--- src/sv/escaped_frame_deframer_top_macros.svh ---
// ----------------------------------------------------------------------------
// Deframer assertion macros
// Concurrent assertion wrappers clocked on clk and held off during rst_n.
// ----------------------------------------------------------------------------
`ifndef ESCAPED_FRAME_DEFRAMER_TOP_MACROS_SVH
`define ESCAPED_FRAME_DEFRAMER_TOP_MACROS_SVH

`ifndef SYNTHESIS
// check cons in the same cycle as ante
`define EFD_ASSERT_HOLDS(label, ante, cons) \
    label: assert property (@(posedge clk) disable iff (!rst_n) (ante) |-> (cons)) \
        else $error("escaped_frame_deframer: same-cycle check failed");
// check cons in the cycle after ante
`define EFD_ASSERT_NEXT(label, ante, cons) \
    label: assert property (@(posedge clk) disable iff (!rst_n) (ante) |=> (cons)) \
        else $error("escaped_frame_deframer: next-cycle check failed");
`else
`define EFD_ASSERT_HOLDS(label, ante, cons)
`define EFD_ASSERT_NEXT(label, ante, cons)
`endif

`endif

--- src/sv/efd_pkg.sv ---
// ----------------------------------------------------------------------------
// Deframer package
// Types, codes and reset constants shared by the deframer modules.
// ----------------------------------------------------------------------------
package efd_pkg;

    localparam logic [7:0] START_BYTE_RESET  = 8'hE0;
    localparam logic [7:0] ESCAPE_BYTE_RESET = 8'hD0;

    // configuration register indexes
    localparam logic CFG_START_BYTE  = 1'b0;
    localparam logic CFG_ESCAPE_BYTE = 1'b1;

    typedef enum logic [1:0] {
        PH_HUNT = 2'd0,
        PH_LEN  = 2'd1,
        PH_BODY = 2'd2,
        PH_SUM  = 2'd3
    } phase_t;

    typedef enum logic [2:0] {
        KIND_BODY       = 3'd0,
        KIND_GOOD       = 3'd1,
        KIND_BAD        = 3'd2,
        KIND_INCOMPLETE = 3'd3,
        KIND_BAD_LENGTH = 3'd4
    } kind_t;

    typedef struct packed {
        phase_t     phase;
        logic       escape_pending;
        logic [7:0] running_sum;
        logic [7:0] body_position;
        logic [7:0] length_seen;
    } efd_state_t;

    typedef struct packed {
        kind_t      kind;
        logic [7:0] data_byte;
        logic [7:0] byte_index;
        logic [7:0] frame_length;
    } efd_result_t;

    localparam efd_state_t STATE_IDLE = '{
        phase:          PH_HUNT,
        escape_pending: 1'b0,
        running_sum:    8'd0,
        body_position:  8'd1,
        length_seen:    8'd0
    };

endpackage

--- src/sv/efd_step.sv ---
// ----------------------------------------------------------------------------
// Deframer step logic
// Next frame state and the optional result for one received byte.
// ----------------------------------------------------------------------------
module efd_step (
    input  efd_pkg::efd_state_t  state,
    input  logic [7:0]           rx_byte,
    input  logic                 last_in_buffer,
    input  logic [7:0]           start_byte,
    input  logic [7:0]           escape_byte,
    output efd_pkg::efd_state_t  state_next,
    output logic                 emit,
    output efd_pkg::efd_result_t result
);
    import efd_pkg::*;

    logic       is_start;
    logic       is_escape;
    logic [7:0] value;
    logic [7:0] position_inc;

    assign is_start     = (rx_byte == start_byte);
    assign is_escape    = (rx_byte == escape_byte);
    assign value        = state.escape_pending ? rx_byte + 8'd1 : rx_byte;
    assign position_inc = state.body_position + 8'd1;

    // next state
    always_comb
    begin
        state_next = state;
        case (state.phase)
            PH_HUNT:
            begin
                if (is_start)
                begin
                    state_next.phase = PH_LEN;
                end
            end
            PH_LEN:
            begin
                if (rx_byte == 8'd0)
                begin
                    state_next = STATE_IDLE;
                end
                else
                begin
                    state_next.length_seen    = rx_byte;
                    state_next.running_sum    = rx_byte;
                    state_next.body_position  = 8'd1;
                    state_next.escape_pending = 1'b0;
                    state_next.phase          = (rx_byte == 8'd1) ? PH_SUM : PH_BODY;
                end
            end
            PH_BODY:
            begin
                if (is_escape)
                begin
                    state_next.escape_pending = 1'b1;
                end
                else
                begin
                    state_next.escape_pending = 1'b0;
                    state_next.running_sum    = state.running_sum + value;
                    state_next.body_position  = position_inc;
                    if (position_inc == state.length_seen)
                    begin
                        state_next.phase = PH_SUM;
                    end
                end
            end
            PH_SUM:
            begin
                if (!state.escape_pending && is_escape)
                begin
                    state_next.escape_pending = 1'b1;
                end
                else
                begin
                    state_next = STATE_IDLE;
                end
            end
            default:
            begin
                state_next = STATE_IDLE;
            end
        endcase
        // buffer end drops whatever frame is open
        if (last_in_buffer)
        begin
            state_next = STATE_IDLE;
        end
    end

    // result
    always_comb
    begin
        emit                = 1'b0;
        result.kind         = KIND_BODY;
        result.data_byte    = 8'd0;
        result.byte_index   = 8'd0;
        result.frame_length = state.length_seen;
        case (state.phase)
            PH_HUNT:
            begin
                if (is_start && last_in_buffer)
                begin
                    emit                = 1'b1;
                    result.kind         = KIND_INCOMPLETE;
                    result.frame_length = 8'd0;
                end
            end
            PH_LEN:
            begin
                if (rx_byte == 8'd0)
                begin
                    emit                = 1'b1;
                    result.kind         = KIND_BAD_LENGTH;
                    result.frame_length = 8'd0;
                end
                else
                begin
                    result.frame_length = rx_byte;
                    if (last_in_buffer)
                    begin
                        emit        = 1'b1;
                        result.kind = KIND_INCOMPLETE;
                    end
                end
            end
            PH_BODY:
            begin
                if (last_in_buffer)
                begin
                    emit        = 1'b1;
                    result.kind = KIND_INCOMPLETE;
                end
                else if (!is_escape)
                begin
                    emit              = 1'b1;
                    result.kind       = KIND_BODY;
                    result.data_byte  = value;
                    result.byte_index = state.body_position;
                end
            end
            PH_SUM:
            begin
                if (!state.escape_pending && is_escape)
                begin
                    if (last_in_buffer)
                    begin
                        emit        = 1'b1;
                        result.kind = KIND_INCOMPLETE;
                    end
                end
                else
                begin
                    emit             = 1'b1;
                    result.kind      = (state.running_sum == value) ? KIND_GOOD : KIND_BAD;
                    result.data_byte = value;
                end
            end
            default:
            begin
                emit = 1'b0;
            end
        endcase
    end

endmodule

--- src/sv/escaped_frame_deframer_top.sv ---
// ----------------------------------------------------------------------------
// Escaped frame deframer
// Byte-stuffed frame parser with an 8-bit additive checksum.
// ----------------------------------------------------------------------------
// Input channel: one received byte per item (rx_byte, last_in_buffer) on
// in_valid / in_stall. Output channel: zero or one result per item (kind,
// data_byte, byte_index, frame_length) on out_valid / out_stall. Body bytes
// come out unescaped with their position; the checksum byte gives good or
// bad; a buffer end before the checksum gives incomplete; a zero length
// byte gives bad length.
// Path: an item waits in the input register until the result register is free
// or being taken; its result is then registered in the result register and
// held on the output until taken.
// Throughput: one item per cycle while the output is not stalled, set by the
// frame state update between the input register and the result register.
// A stalled output holds its result and the item behind it in the input
// register; in_stall rises once both registers are full.
// Reset clears both registers, returns the parser to hunting and loads the
// default start byte (0xE0) and escape byte (0xD0). Write cfg_* only while
// no item is in flight.
// ----------------------------------------------------------------------------
`include "escaped_frame_deframer_top_macros.svh"

module escaped_frame_deframer_top (
    input  logic       clk,
    input  logic       rst_n,
    input  logic       cfg_write,
    input  logic       cfg_index,
    input  logic [7:0] cfg_data,
    input  logic       in_valid,
    output logic       in_stall,
    input  logic [7:0] rx_byte,
    input  logic       last_in_buffer,
    output logic       out_valid,
    input  logic       out_stall,
    output logic [2:0] kind,
    output logic [7:0] data_byte,
    output logic [7:0] byte_index,
    output logic [7:0] frame_length
);
    import efd_pkg::*;

    logic        start_write;
    logic [7:0]  start_reg;
    logic [7:0]  escape_reg;

    logic        item_valid_reg;
    logic        item_valid_next;
    logic [7:0]  rx_byte_reg;
    logic        last_reg;

    efd_state_t  state_reg;
    efd_state_t  state_next;

    logic        out_valid_reg;
    logic        out_valid_next;
    efd_result_t result_reg;

    logic        emit;
    efd_result_t result;
    logic        advance;
    logic        accept;

    assign start_write = cfg_write && (cfg_index == CFG_START_BYTE);

    // move the held item on when the result slot is free or being taken
    assign advance  = item_valid_reg && (!out_valid_reg || !out_stall);
    assign in_stall = item_valid_reg && !advance;
    assign accept   = in_valid && !in_stall;

    efd_step u_step (
        .state          (state_reg),
        .rx_byte        (rx_byte_reg),
        .last_in_buffer (last_reg),
        .start_byte     (start_reg),
        .escape_byte    (escape_reg),
        .state_next     (state_next),
        .emit           (emit),
        .result         (result)
    );

    always_comb
    begin
        item_valid_next = item_valid_reg;
        if (accept)
        begin
            item_valid_next = 1'b1;
        end
        else if (advance)
        begin
            item_valid_next = 1'b0;
        end
    end

    always_comb
    begin
        out_valid_next = out_valid_reg;
        if (advance)
        begin
            out_valid_next = emit;
        end
        else if (out_valid_reg && !out_stall)
        begin
            out_valid_next = 1'b0;
        end
    end

    always_ff @(posedge clk or negedge rst_n)
    begin
        if (!rst_n)
        begin
            start_reg      <= START_BYTE_RESET;
            escape_reg     <= ESCAPE_BYTE_RESET;
            item_valid_reg <= 1'b0;
            out_valid_reg  <= 1'b0;
            state_reg      <= STATE_IDLE;
        end
        else
        begin
            if (start_write)
            begin
                start_reg <= cfg_data;
            end
            if (cfg_write && (cfg_index == CFG_ESCAPE_BYTE))
            begin
                escape_reg <= cfg_data;
            end
            item_valid_reg <= item_valid_next;
            out_valid_reg  <= out_valid_next;
            if (advance)
            begin
                state_reg <= state_next;
            end
        end
    end

    // payload registers
    always_ff @(posedge clk)
    begin
        if (accept)
        begin
            rx_byte_reg <= rx_byte;
            last_reg    <= last_in_buffer;
        end
        if (advance && emit)
        begin
            result_reg <= result;
        end
    end

    assign out_valid    = out_valid_reg;
    assign kind         = result_reg.kind;
    assign data_byte    = result_reg.data_byte;
    assign byte_index   = result_reg.byte_index;
    assign frame_length = result_reg.frame_length;

    `EFD_ASSERT_HOLDS(a_hunt_clean, state_reg.phase == PH_HUNT,
        !state_reg.escape_pending && state_reg.length_seen == 8'd0 && state_reg.running_sum == 8'd0)
    `EFD_ASSERT_HOLDS(a_body_len, state_reg.phase == PH_BODY,
        state_reg.length_seen >= 8'd2 && state_reg.body_position < state_reg.length_seen)
    `EFD_ASSERT_HOLDS(a_body_index, out_valid_reg && result_reg.kind == KIND_BODY,
        result_reg.byte_index != 8'd0)
    `EFD_ASSERT_HOLDS(a_end_index, out_valid_reg && result_reg.kind != KIND_BODY,
        result_reg.byte_index == 8'd0)
    `EFD_ASSERT_NEXT(a_buffer_end, advance && last_reg,
        state_reg.phase == PH_HUNT && !state_reg.escape_pending)

endmodule

--- config.mk ---
export PLATFORM = sky130hd
export DESIGN_NAME = escaped_frame_deframer_top
export DESIGN_NICKNAME = d
export VERILOG_FILES = /design/src/sv/efd_pkg.sv /design/src/sv/efd_step.sv /design/src/sv/escaped_frame_deframer_top.sv
export VERILOG_INCLUDE_DIRS = /design/src /design/src/sv
export SDC_FILE = /design/constraint.sdc
export NUM_CORES = 1
export LEC_CHECK = 0
export BUFFER_PORTS_ARGS = -buffer_cell sky130_fd_sc_hd__clkbuf_2
export CORE_UTILIZATION = 50
export CTS_BUF_LIST = sky130_fd_sc_hd__clkbuf_8 sky130_fd_sc_hd__clkbuf_16
export CTS_CLUSTER_SIZE = 12
export DETAILED_ROUTE_END_ITERATION = 8
export PLACE_DENSITY = 0.72
export SYNTH_ARGS = -nofsm -noshare
export SYNTH_HDL_FRONTEND = slang
export SYNTH_SLANG_ARGS = --single-unit
--- constraint.sdc ---
create_clock -name clk -period 3 [get_ports clk]
set_clock_uncertainty 0.2 [all_clocks]
set_input_delay 0.3 -clock clk [delete_from_list [all_inputs] [get_ports clk]]
set_output_delay 0.3 -clock clk [all_outputs]
set_load 0.02 [all_outputs]
After elaboration in Yosys (flattened, before gate mapping)
Cells that the tools add are included.
{ "op_classes": {"addsub": 3, "n_eq_ne": 12, "n_mux": 40, "n_bitwise": 2, "reduce_logical": 26} }
{ "op_table": {"columns": ["cell", "count"], "rows": [
  ["27-bit 2-to-1 mux", 2],
  ["17-bit case mux with 3 select lines", 1],
  ["16-bit 2-to-1 mux", 3],
  ["8-bit case mux with 2 select lines", 3],
  ["8-bit equality test", 4],
  ["8-bit 2-to-1 mux", 4],
  ["24-bit 2-to-1 mux", 1],
  ["8-bit by 1-bit adder with 8-bit output (second input constant)", 2],
  ["2-bit 2-to-1 mux", 7],
  ["1-bit 2-to-1 mux", 13],
  ["3-bit case mux with 4 select lines", 1],
  ["1-bit logical AND", 9],
  ["3-bit 2-to-1 mux", 3],
  ["8-bit adder", 1],
  ["8-bit by 1-bit equality test with 1-bit output (second input constant)", 1],
  ["8-bit zero test", 1],
  ["2-bit case mux with 4 select lines", 1],
  ["3-bit by 2-bit inequality test with 1-bit output (second input constant)", 2],
  ["3-bit inequality test (second input constant)", 2],
  ["1-bit zero test", 5],
  ["5-bit AND reduction", 1],
  ["2-bit equality test (second input constant)", 2],
  ["1-bit case mux with 4 select lines", 1],
  ["4-bit AND reduction", 1],
  ["10 further kinds", 12]
]} }
{ "totals": {"reg_bits": 81, "in_bits": 23, "out_inout_bits": 29, "word_cells": 98} }

Depth between registers and ports, before layout
Gate-level depths: netlist of run 1.
{ "logic_depth": {"ltp_word": 8, "mapped_depth": 12, "mapped_depth_nobuf": 11} }

Modules after synthesis
From an unflattened synthesis of run 1, not the netlist that was laid out.
{ "hier_totals": {"hier_cells": 435, "hier_area_um2": 4817.1} }
{ "by_module_without_submodules": {"columns": ["module", "n_inst", "cells_per_inst", "area_each_um2", "seq_area_each_um2"], "rows": [
  ["escaped_frame_deframer_top", 1, 138, 2801.4, 2215.9],
  ["efd_step", 1, 297, 2015.7, 0.0]
]} }

Worst setup path after synthesis of run 1
Ideal clock, no wire load.
{ "synth_timing": {"kind": "register to register", "startpoint": "register rx_byte_reg[4]", "endpoint": "register result_reg (netlist bit byte_index[0]), enable pin", "setup_ns": 0.377, "arrival_time_ns": 2.173, "t_required_ns": 2.423, "slack_ns": 0.250, "path_stages_with_launch": 8, "path_buffers": 1, "synth_period_minus_slack_ns": 2.750, "cell_sequence": "edfxtp_1 buf_6 xor2_1 nor4_4 nand2_2 a211o_1 a211o_1 and3_1"} }
{ "synth_via": {"elab_chain_cells": 5, "elab_cells_between_ends": 12, "classes_between": "eq/ne: 2; mux: 6; reduce/logical: 4"} }
{ "synth_lines": {"columns": ["item", "line", "text"], "rows": [
  ["start: declaration", "escaped_frame_deframer_top.sv:49", "logic [7:0] rx_byte_reg;"],
  ["start signal: assignment", "escaped_frame_deframer_top.sv:142", "rx_byte_reg <= rx_byte;"],
  ["8-bit equality test, on equally long branches", "efd_step.sv:23, efd_step.sv:22", null],
  ["1-bit 2-to-1 mux (tied with other cells)", "efd_step.sv:137", "else if (!is_escape)"],
  ["1-bit 2-to-1 mux, on equally long branches", "efd_step.sv:132, efd_step.sv:105, efd_step.sv:147", null],
  ["1-bit case mux with 4 select lines (*)", "efd_step.sv:102", "case (state.phase)"],
  ["1-bit logical AND (*)", "escaped_frame_deframer_top.sv:145", "if (advance && emit)"],
  ["end signal: assignment", "escaped_frame_deframer_top.sv:147", "result_reg <= result;"],
  ["end: declaration", "escaped_frame_deframer_top.sv:57", "efd_result_t result_reg;"]
]} }
Mark *: on every way between the ends. The rest lies on a longest branch, timed or not.
A chain may end at the register's enable or synchronous reset.

==> qor.yml, run 1 <==
finalCoreUtilization_pct: 61.2
grt_overflow_total: 0
worst_slack_ns: 0.142
gp_congestion: 0.917
maxCapViolations: 0
syn_inst: 394
ctsLongestPathBuffers: 2
fin_crit_sh_pct: 95.3
drt_iter0_drc: 189
crit_top_cell: "ha_1"
grt_max_degree: 36
drtAntennaViolNets: 0
ys_async_sr_fraction_pct: 55.6
required_ns: 2.98
drive_above_1_share_pct: 26.3
grt_pass1_wl_mm: 16.4
setup_tns_ns: 0
cpPeakStageDelay_ns: 0.38
cts-buffers-inserted: 9
fin_nets: 514
p_leak_nw: 2.27
post_cts.repair.setup_buffers: 0
synth-edff-count: 36
dp.cells: 552
die_w_um: 96.3
synth_ff_type: "dfrtp_1"
cts-root-buf: "clkbuf_8"
coreArea_um2: 8680
timing.fmax_ghz: 0.350
synth_fa_ha_area_share_pct: 4.95
min_path_type: "in2reg"
synthMuxAreaShare_pct: 4.75
grt_pass1_vias: 3220
start_kind: "flop"
placed_area_um2: 4890
syn-cell-area_um2: 4450
fin_cells: 587
status: "finished, final reports clean"
p_int_mw: 2.73
comb_power_share_pct: 42.9
clk_pin_slew_ns: 0.09
rows: 34
setup_viol: 0
pwr-share-seq_pct: 38.5
worstSkewPairLatency_ns: 0.36
yosys_warnings: 0
peakVddDrop_v: 0.000459
track_usage_pct: 24.1
min_period_ns: 2.86
hold_viol_final: 0
p_clk_share_pct: 18.7
power_density_nw_per_um2: 835
final_cell_mix: "clkbuf_2, dfrtp_1, edfxtp_1"
slew_headroom_pct: 41.0
synth_area_per_cell_um2: 11.3
viasPerCell: 5.63
initial_core_util_pct: 51.3
stdcell_area_um2: 5310
seq_area_frac_synth_pct: 49.8
cts_tree: "yes"
first_pass_iters: 4
area.growth.synth_to_final_pct: 19.4
critPathKind: "reg2reg"
critPathMaxFanout: 8
hpwl_mm: 7.25
syn_nets: 434
mostFrequentLayoutCell: "clkbuf_2"
worstPathCellList: "buf_4 -> ha_1 -> nand4_1 -> nor2_2 -> xor2_2 -> ha_1 -> nor4_2 -> o2111a_1 -> o21ai_0 -> a21boi_1"
vias: 3302
maxSlewViolCount: 0
drt_wl_total_mm: 9.98
worstMarginPinSlew_ns: 0.885
largest_reg_flops: 27
diodes: 0
dieArea_um2: 9280
cp_slowest_cell: "edfxtp_1"
post_drt_wl_per_cell_um: 17.0
synth_cell_type_count: 61
yosys.area_share.simple_pct: 14.0
synth-seq-cells: 81
io_buffers: 51
htreeDepth: 3
arrival_ns: 2.84
cts_sinks: 81
die_h_um: 96.3
antenna_found_initial: 0
power_switching_mw: 1.71
synth_compound_area_share_pct: 14.3
p_sw_share_pct: 38.5
endpoint_kind: "flop"
synth-xor-area-share_pct: 8.38
io_pins: 52
post-place-ws_ns: -0.0424
synth_top_family_by_area: "compound AO/OA/AOI/OAI gates"
drc: 0
-- path summary, 6_finish.rpt --
kind | cells after the start | slack (ns) | endpoint | start
min reg2reg | 2 | 0.30 | state_reg[16] | state_reg[16]
min | 2 | 0.05 | out_valid | out_stall
max | 10 | 0.14 | kind[0] | rx_byte_reg[0]
max reg2reg | 10 | 0.14 | kind[0] | rx_byte_reg[0]
max in group asynchronous | 3 | 1.47 | escape_reg[6] | rst_n
min in group asynchronous | 2 | 0.40 | state_reg[4] | rst_n
-- final cells by class --
class                      count  area [um2]
inverter                      12        45.0
fill                         714        3370
timing repair buffer          92         623
tap                          108         135
multi-input combinational    278        2080
clock inverter                 6        57.6
clock buffer                  10         149
sequential                    81        2220
-- cells by family (layout without fill, tap and decap cells) --
| kind of cell | Yosys count | count (layout) |
|---|---|---|
| buf+inv | 35 | 120 |
| simple gates | 114 | 114 |
| flops | 81 | 81 |
| compound gates | 87 | 87 |
| mux | 19 | 19 |
| xor+xnor | 41 | 41 |
| fa+ha+maj | 17 | 17 |
-- layer usage --
layer | vias to the layer above | track usage [%] | routed length [um]
met2 | 102 | 38.1 | 4720
met3 | 21 | 4.98 | 496
met5 | - | 0 | 0
met1 | 1590 | 32.3 | 4480
li1 | 1589 | - | -
met4 | 0 | 9.93 | 276
-- through the flow --
step / hold WS [ns] / power (mW)
3_5_place_dp: 0.257 / 3.58
4_1_cts: 0.00391 / 4.42
5_1_grt: 0.0472 / 4.73
2_1_floorplan: -0.196 / 3.00
3_3_place_gp: 0.247 / 3.55
6_report: 0.0543 / 4.43
-- power by group through the flow --
stage | clock network, mW | logic [mW] | registers (mW)
floorplan | 0 | 1.16 | 1.84
global placement | 0 | 1.83 | 1.71
detailed placement | 0 | 1.85 | 1.73
CTS | 0.835 | 1.88 | 1.71
global route | 0.883 | 2.10 | 1.75
finish | 0.828 | 1.90 | 1.71
-- worst max-delay path, delay by kind of cell (launching register included) --
family,cells,cell delay [ns]
xor gates and xnor gates,1,0.24
AOI/OAI and AO/OA,3,0.54
buffers and inverters,1,0.20
and+or+nand+nor,3,0.61
adders and majority gates,2,0.52
DFF,1,0.38
-- what timing repair did --
| item | CTS | global route |
|---|---|---|
| resized for setup | 1 | 5 |
| pin swaps | 0 | 1 |
| hold buffers | 18 | 1 |
| setup endpoints to repair | 1 | 3 |
| gates cloned | 0 | 0 |
| endpoints found under the hold margin | 49 | 1 |
-- synth_stat cells, drive strengths merged, types with 7 or more instances --
master	instances	area [um2]
edfxtp	36	1080
o31ai	9	86.3
o21ai	19	95.1
inv	11	41.3
nand2	30	115
nor2	22	82.6
xor2	25	219
mux2	17	191
a21oi	16	80.1
xnor2	15	131
nor3	7	35.0
and2	11	68.8
ha	16	200
a22o	13	114
dfrtp	38	951
buf	17	104
dfstp	7	184
nor2b	8	50.1
No activity file was read; power rests on OpenSTA's default activity.
==> run 2, diff against run 1 <==
--- a/config.mk
+++ b/config.mk
@@ -7,11 +7,13 @@
 export NUM_CORES = 1
 export LEC_CHECK = 0
 export BUFFER_PORTS_ARGS = -buffer_cell sky130_fd_sc_hd__clkbuf_2
+export CORE_ASPECT_RATIO = 1.75
 export CORE_UTILIZATION = 50
-export CTS_BUF_LIST = sky130_fd_sc_hd__clkbuf_8 sky130_fd_sc_hd__clkbuf_16
+export CTS_BUF_LIST = sky130_fd_sc_hd__clkbuf_8
 export CTS_CLUSTER_SIZE = 12
 export DETAILED_ROUTE_END_ITERATION = 8
 export PLACE_DENSITY = 0.72
 export SYNTH_ARGS = -nofsm -noshare
 export SYNTH_HDL_FRONTEND = slang
+export SYNTH_HIERARCHICAL = 1
 export SYNTH_SLANG_ARGS = --single-unit
==> run 2 against run 1 <==
Net effect:
- worst setup slack improved by 0.026 ns
- critical path depth fell by 1
- utilization rose by 0.55 points
- synthesized cell count grew 10%
- total power fell by 9.7%
- cell count rose by 12%
- non-clock buffer count grew 16
- worst hold slack improved by 0.21 ns
- area after synthesis up 8.3%
- via count rose by 14%
- flip-flop and latch count unchanged
- largest cell class is now multi-input combinational cells
- largest power group unchanged
==> qor.yml, run 2 <==
r2r_start: "rx_byte_reg[2]"
largest_reg_flops: 27  # unchanged
endpoint_kind: "flop"
whs_path_depth: 3  # +1
crit_path_start: "rx_byte_reg[2]"
synth-seq-cells: 81  # unchanged
drt_iter0_drc: 239  # +26%
mostFrequentLayoutCell: "clkbuf_2"
drt_wl_total_mm: 11.7  # +17%
synth_top_area_share_pct: 22.4  # -1.9 points
p_leak_nw: 2.48  # +9.2%
min_path_type: "in2reg"
arrival_ns: 2.70  # -0.14 ns
grt_pass1_wl_mm: 19.0  # +16%
track_usage_pct: 25.0  # +0.92 points
cts_sinks: 81  # unchanged
start_kind: "flop"
synth_area_leader_cell: "edfxtp_1"
drtAntennaViolNets: 0  # unchanged
syn-cell-area_um2: 4820  # +8.3%
fin_crit_sh_pct: 94.4  # -0.86 points
syn_inst: 435  # +10%
clk_pin_slew_ns: 0.08  # about the same
slew_headroom_pct: 27.2  # -14 points
hpwl_mm: 8.81  # +21%
syn_nets: 476  # +9.7%
first_pass_iters: 4  # unchanged
synthTopCellsByArea: "edfxtp_1, dfrtp_1, mux2_2, ha_1, xor2_1"
ys_async_sr_fraction_pct: 55.6  # unchanged
synth_cell_type_count: 63  # +3.3%
cts-root-buf: "clkbuf_8"
grt_max_degree: 42  # +17%
synth_ff_type: "dfrtp_1"
cts_tree: "yes"
yosys_warnings: 6  # +6
rsz0062_at_grt: "false"
holdWs_ns: 0.259  # +0.205 ns
fin_nets: 573  # +11%
r2r_slack_ns: 0.17  # +0.03 ns
die_h_um: 132  # +37%
min-delay-start: "cfg_index"
required_ns: 2.87  # -0.11 ns
status: "finished, final reports clean"
vias: 3765  # +14%
dieArea_um2: 10000  # +8.3%
grt_pass1_vias: 3925  # +22%
timing.fmax_ghz: 0.353  # +0.91%
setup_tns_ns: 0  # unchanged
post_drt_wl_per_cell_um: 17.7  # +4.1%
post-place-ws_ns: 0.0721  # +0.114 ns
worst_slack_ns: 0.168  # +0.0257 ns
drive_above_1_share_pct: 31.8  # +5.5 points
peakVddDrop_v: 0.000424  # -7.7%
io_buffers: 51  # unchanged
cts-buffers-inserted: 9  # unchanged
worstSkewPairLatency_ns: 0.36  # about the same
drc: 0  # unchanged
critPathMaxFanout: 27  # +19
initial_core_util_pct: 51.2  # -0.058 points
placed_area_um2: 5360  # +9.6%
synth_common_cells: "mux2_2, dfrtp_1, edfxtp_1"
final_cell_mix: "clkbuf_2, mux2_2, dfrtp_1"
grt_overflow_total: 0  # unchanged
htreeDepth: 3  # unchanged
rr_worst_depth: 9  # -1
coreArea_um2: 9410  # +8.4%
critPathKind: "reg2reg"
synth_area_per_cell_um2: 11.1  # -1.9%
ctsLongestPathBuffers: 2  # unchanged
worstMarginPinSlew_ns: 1.09  # +0.207 ns
area.growth.synth_to_final_pct: 20.6
die_w_um: 76.2  # -21%
yosysMostFrequentCell: "mux2_2"
stdcell_area_um2: 5810  # +9.4%
rows: 47  # +38%
setup_viol: 0  # unchanged
io_pins: 52  # unchanged
gp_congestion: 0.945  # +3.0%
min_period_ns: 2.83  # -0.0257 ns
synth-edff-count: 36  # unchanged
maxCapViolations: 0  # unchanged
min_to: "start_reg[7]"
viasPerCell: 5.71  # +1.6%
hold_viol_final: 0  # unchanged
power_density_nw_per_um2: 689  # -17%
antenna_found_initial: 0  # unchanged
r2r_end: "data_byte[5]"
seq_area_frac_synth_pct: 46.0  # -3.8 points
diodes: 0  # unchanged
finalCoreUtilization_pct: 61.7  # +0.55 points
maxSlewViolCount: 0  # unchanged
-- run 2: cell families (layout without fill, tap and decap cells) --
family                   after synthesis  after routing  share of synthesized area, %
adder cells (fa/ha/maj)               18             18                          4.83
multiplexers                          44             44                          10.3
AO/OA/AOI/OAI                         89             89                          14.0
flip-flops                            81             81                          46.0
XOR/XNOR                              39             39                          7.25
buffers and inverters                 40            142                          4.44
AND/OR/NAND/NOR                      124            124                          13.2
-- run 2: per-layer routing --
layer	global-route usage (%)	up-vias	part of all wire, %
met5	0	-	0
met3	4.08	31	3.6
met1	25.3	1830	37
li1	-	1807	-
met2	47.1	97	55
met4	15.1	0	4.5
-- run 2: worst max-delay path by stage --
stage | end | slack, ns
final | data_byte[5] | 0.17
after global routing | data_byte[5] | 0.02
after CTS | state_reg[23] | 0.05
after detailed placement | state_reg[23] | 0.07
after global placement | state_reg[23] | 0.11
after floorplan | byte_index[0] | 0.04
-- run 2: cell type report --
type,instances,area [um2]
well taps,122,153
fillers,804,3600
flip-flops and latches,81,2220
multi-input cells,314,2420
repair buffers,108,746
clock buffers,11,151
inverters,18,67.6
clock inverters,5,53.8
-- run 2: critical path: stages, from the launching register on --
cell      delay (ns)
edfxtp_1        0.49
buf_4           0.22
xor2_1          0.17
nor4_1          0.34
buf_4           0.19
a31oi_1         0.16
a211oi_2        0.25
nand2_1         0.12
a21oi_2         0.17
buf_12          0.21
-- run 2: stage by stage --
| step | instances | power [mW] |
|---|---|---|
| 6_report | 659 | 4.00 |
| 5_1_grt | 659 | 4.24 |
| 4_1_cts | 657 | 4.01 |
| 3_5_place_dp | 621 | 3.17 |
| 3_3_place_gp | 621 | 3.14 |
| 2_1_floorplan | 435 | 2.65 |
-- run 2: repair_timing --
item                       4_1_cts  5_1_grt
buffers inserted                 0        2
gates resized for setup          0        7
hold endpoints to repair        65        0
setup endpoints to repair        0       29
hold buffers                    20        0
-- run 2: power breakdown --
part           total (mW)  leakage [nW]  internal (mW)  switching (mW)
Sequential           1.59         0.914           1.43           0.168
Clock               0.812        0.0990          0.425           0.387
Combinational        1.60          1.46          0.679           0.919
==> run 3, diff against run 2 <==
--- a/config.mk
+++ b/config.mk
@@ -6,13 +6,14 @@
 export SDC_FILE = /design/constraint.sdc
 export NUM_CORES = 1
 export LEC_CHECK = 0
+export ABC_AREA = 1
 export BUFFER_PORTS_ARGS = -buffer_cell sky130_fd_sc_hd__clkbuf_2
 export CORE_ASPECT_RATIO = 1.75
 export CORE_UTILIZATION = 50
 export CTS_BUF_LIST = sky130_fd_sc_hd__clkbuf_8
 export CTS_CLUSTER_SIZE = 12
 export DETAILED_ROUTE_END_ITERATION = 8
-export PLACE_DENSITY = 0.72
+export PLACE_DENSITY = 0.71
 export SYNTH_ARGS = -nofsm -noshare
 export SYNTH_HDL_FRONTEND = slang
 export SYNTH_HIERARCHICAL = 1
==> run 3 against run 2 <==
Net effect:
- routed wire length up 25%
- sequential power down 11%
- first-iteration DRC count up 18%
- flip-flop and latch count unchanged
- cell count up 30%
- worst setup slack worse by 0.042 ns
- fmax down 1.5%
- combinational power down 35%
- synthesized cell count up 46%
- final area up 3.6%
- area after synthesis up 5.6%
- critical path type unchanged
- largest cell class unchanged
==> qor.yml, run 3 <==
status: "finished, final reports clean"
synth_common_cells: "nand2_1, nand3_1, inv_1, nor2_1, dfrtp_1"
comb_power_share_pct: 32.8  # -7.1 points
whs_path_depth: 3  # unchanged
syn-cell-area_um2: 5080  # +5.6%
cts_tree: "yes"
rr_worst_depth: 14  # +5
min_period_ns: 2.87  # +0.0421 ns
worstSkewPairLatency_ns: 0.36  # about the same
die_w_um: 78.2  # +2.7%
min_path_type: "in2reg"
cp_slowest_cell: "edfxtp_1"
yosysMostFrequentCell: "nand2_1"
power_switching_mw: 1.19  # -19%
htreeDepth: 3  # unchanged
seq_area_frac_synth_pct: 43.6  # -2.4 points
grt_pass1_vias: 4681  # +19%
synth_cell_type_count: 40  # -37%
endpoint_kind: "flop"
grt_max_degree: 46  # +9.5%
die_h_um: 135  # +2.7%
drt_wl_total_mm: 14.6  # +25%
mostFrequentLayoutCell: "nand2_1"
viasPerCell: 5.45  # -4.7%
synth-seq-cells: 81  # unchanged
vias: 4667  # +24%
largest_reg_flops: 27  # unchanged
start_kind: "flop"
timing.fmax_ghz: 0.348  # -1.5%
crit_top_cell: "buf_4"
p_leak_nw: 2.90  # +17%
first_pass_iters: 5  # +1
worst_slack_ns: 0.125  # -0.0421 ns
ys_async_sr_fraction_pct: 55.6  # unchanged
slew_headroom_pct: 51.8  # +25 points
p_sw_share_pct: 37.5  # +0.70 points
min_to: "escape_reg[6]"
critPathMaxFanout: 5  # -81%
syn_nets: 678  # +42%
hold_viol_final: 0  # unchanged
syn_inst: 637  # +46%
r2r_end: "kind[0]"
diodes: 0  # unchanged
cts-root-buf: "clkbuf_8"
met2WireLength_mm: 7.80  # +21%
post_drt_wl_per_cell_um: 17.1  # -3.6%
r2r_slack_ns: 0.13  # -0.04 ns
grt_overflow_total: 0  # unchanged
grt_pass1_wl_mm: 23.0  # +21%
arrival_ns: 2.89  # +0.19 ns
peakVddDrop_v: 0.000487  # +15%
path_buf_inv: 4  # +1
maxSlewViolCount: 0  # unchanged
path_delay_family: "simple AND/OR/NAND/NOR gates"
cpPeakStageDelay_ns: 0.43  # -0.06 ns
post-place-ws_ns: -0.202  # -0.274 ns
coreArea_um2: 9850  # +4.7%
io_pins: 52  # unchanged
fin_crit_sh_pct: 95.8  # +1.4 points
drt_iter0_drc: 282  # +18%
synth_area_leader_cell: "edfxtp_1"
synth_area_per_cell_um2: 7.98  # -28%
r2r_start: "rx_byte_reg[1]"
finalCoreUtilization_pct: 61.1  # -0.65 points
cts_sinks: 81  # unchanged
hpwl_mm: 10.8  # +23%
drive_above_1_share_pct: 22.0  # -9.8 points
cts-buffers-inserted: 9  # unchanged
worstPathCellList: "buf_4 -> nand4_1 -> xor2_2 -> buf_4 -> inv_1 -> ha_1 -> buf_4 -> nor3_2 -> nand3_2 -> nor3_4 -> nand3_1 -> nand2_1 -> nand2_1 -> a21oi_2"
pwr-share-seq_pct: 44.9  # +5.1 points
synth-edff-count: 36  # unchanged
synthTopCellsByArea: "edfxtp_1, dfrtp_1, nand2_1, nand3_1, ha_1"
wl_met3_um: 531  # +28%
routed.top_layer: "met4"
worstMarginPinSlew_ns: 0.720  # -0.372 ns
rows: 48  # +2.1%
ctsLongestPathBuffers: 2  # unchanged
setup_viol: 0  # unchanged
fin_nets: 768  # +34%
yosys_warnings: 6  # unchanged
required_ns: 3.01  # +0.14 ns
synth_ff_type: "dfrtp_1"
min-delay-start: "cfg_index"
p_int_mw: 1.98  # -22%
p_clk_share_pct: 22.3  # +2.0 points
area.growth.synth_to_final_pct: 18.3
drc: 0  # unchanged
clk_pin_slew_ns: 0.09  # about the same
maxCapViolations: 0  # unchanged
power_density_nw_per_um2: 526  # -24%
initial_core_util_pct: 51.6  # +0.43 points
track_usage_pct: 29.1  # +4.1 points
antenna_found_initial: 0  # unchanged
final_cell_mix: "nand2_1, nand3_1, inv_1"
dieArea_um2: 10600  # +5.4%
critPathKind: "reg2reg"
drt-met1-wl_mm: 5.04  # +18%
gp_congestion: 0.987  # +4.5%
io_buffers: 51  # unchanged
drtAntennaViolNets: 0  # unchanged
synth_top_area_share_pct: 21.3  # -1.2 points
-- run 3: changes by cell type in the layout (fill, tap and decap cells not counted), moves of 8 or more --
cell	before	now
nand2_1	34	216
and2_1	9	1
a21oi_1	14	29
nand3_1	14	58
xor2_1	22	5
inv_1	18	52
mux2_2	42	0
a22o_1	14	0
nor3_1	13	3
nor2_1	17	48
nor2b_1	9	0
nor4_1	9	1
-- run 3: cells by family (layout without fill, tap and decap cells) --
group	after synthesis	count (layout)	share of synthesized area [%]
simple gates	369	369	32.4
flops	81	81	43.6
fa+ha+maj	18	18	4.58
xor+xnor	22	22	3.79
buf+inv	81	176	7.70
compound gates	66	66	7.92
-- run 3: layout make-up --
cell class | instances | area (um2)
multi-input cells | 475 | 2560
well taps | 125 | 156
flip-flops and latches | 81 | 2220
inverters | 58 | 220
fillers | 859 | 3830
clock inverters | 7 | 41.3
repair buffers | 102 | 698
clock buffers | 9 | 124
-- run 3: worst reg2reg max path, cell delays in order (launching register included) --
cell	delay, ns
edfxtp_1	0.43
buf_4	0.14
nand4_1	0.18
xor2_2	0.29
buf_4	0.14
inv_1	0.03
ha_1	0.32
buf_4	0.17
nor3_2	0.12
nand3_2	0.11
nor3_4	0.18
nand3_1	0.10
nand2_1	0.06
nand2_1	0.06
a21oi_2	0.17
-- run 3: worst max path at each step --
stage                         startpoint       endpoint  slack (ns)  depth (start not counted)
final                     rx_byte_reg[1]        kind[0]        0.13                         14
after global routing      rx_byte_reg[1]  state_reg[22]       -0.05                         18
after CTS                 rx_byte_reg[1]        kind[0]        0.03                         14
after detailed placement  rx_byte_reg[1]        kind[0]       -0.20                         13
after global placement    rx_byte_reg[0]        kind[0]       -0.26                         13
after floorplan            state_reg[25]  byte_index[0]        0.29                          7
-- run 3: stage by stage --
stage                     area (um2)  total power, mW  instances  hold WS (ns)  TNS [ns]
after detailed placement        5480             2.39        809         0.241    -0.347
final                           6020             3.17        857        0.0776         0
after CTS                       5890             3.12        849        0.0544         0
after global routing            6020             3.34        857        0.0938   -0.0697
after floorplan                 5090             2.09        637        -0.196         0
after global placement          5480             2.38        809         0.237    -0.486
-- run 3: timing repair --
| item | 4_1_cts | 5_1_grt |
|---|---|---|
| endpoints found under the setup margin | 3 | 5 |
| buffers inserted | 5 | 8 |
| pin swaps | 3 | 11 |
| hold endpoints to repair | 64 | 0 |
| gates resized for setup | 5 | 15 |
| hold buffers | 19 | 0 |
-- run 3: per-layer routing --
metal | vias up | GRT usage, %
met1 | 2177 | 27.8
met4 | 0 | 23.4
li1 | 2244 | -
met5 | - | 0
met3 | 65 | 4.58
met2 | 181 | 53.8
-- run 3: power groups by stage --
| stage | combinational (mW) | sequential (mW) | clock [mW] |
|---|---|---|---|
| after floorplan | 0.659 | 1.43 | 0 |
| after global placement | 0.942 | 1.44 | 0 |
| after detailed placement | 0.954 | 1.44 | 0 |
| final | 1.04 | 1.42 | 0.706 |
| after global routing | 1.14 | 1.44 | 0.755 |
| after CTS | 0.988 | 1.42 | 0.716 |
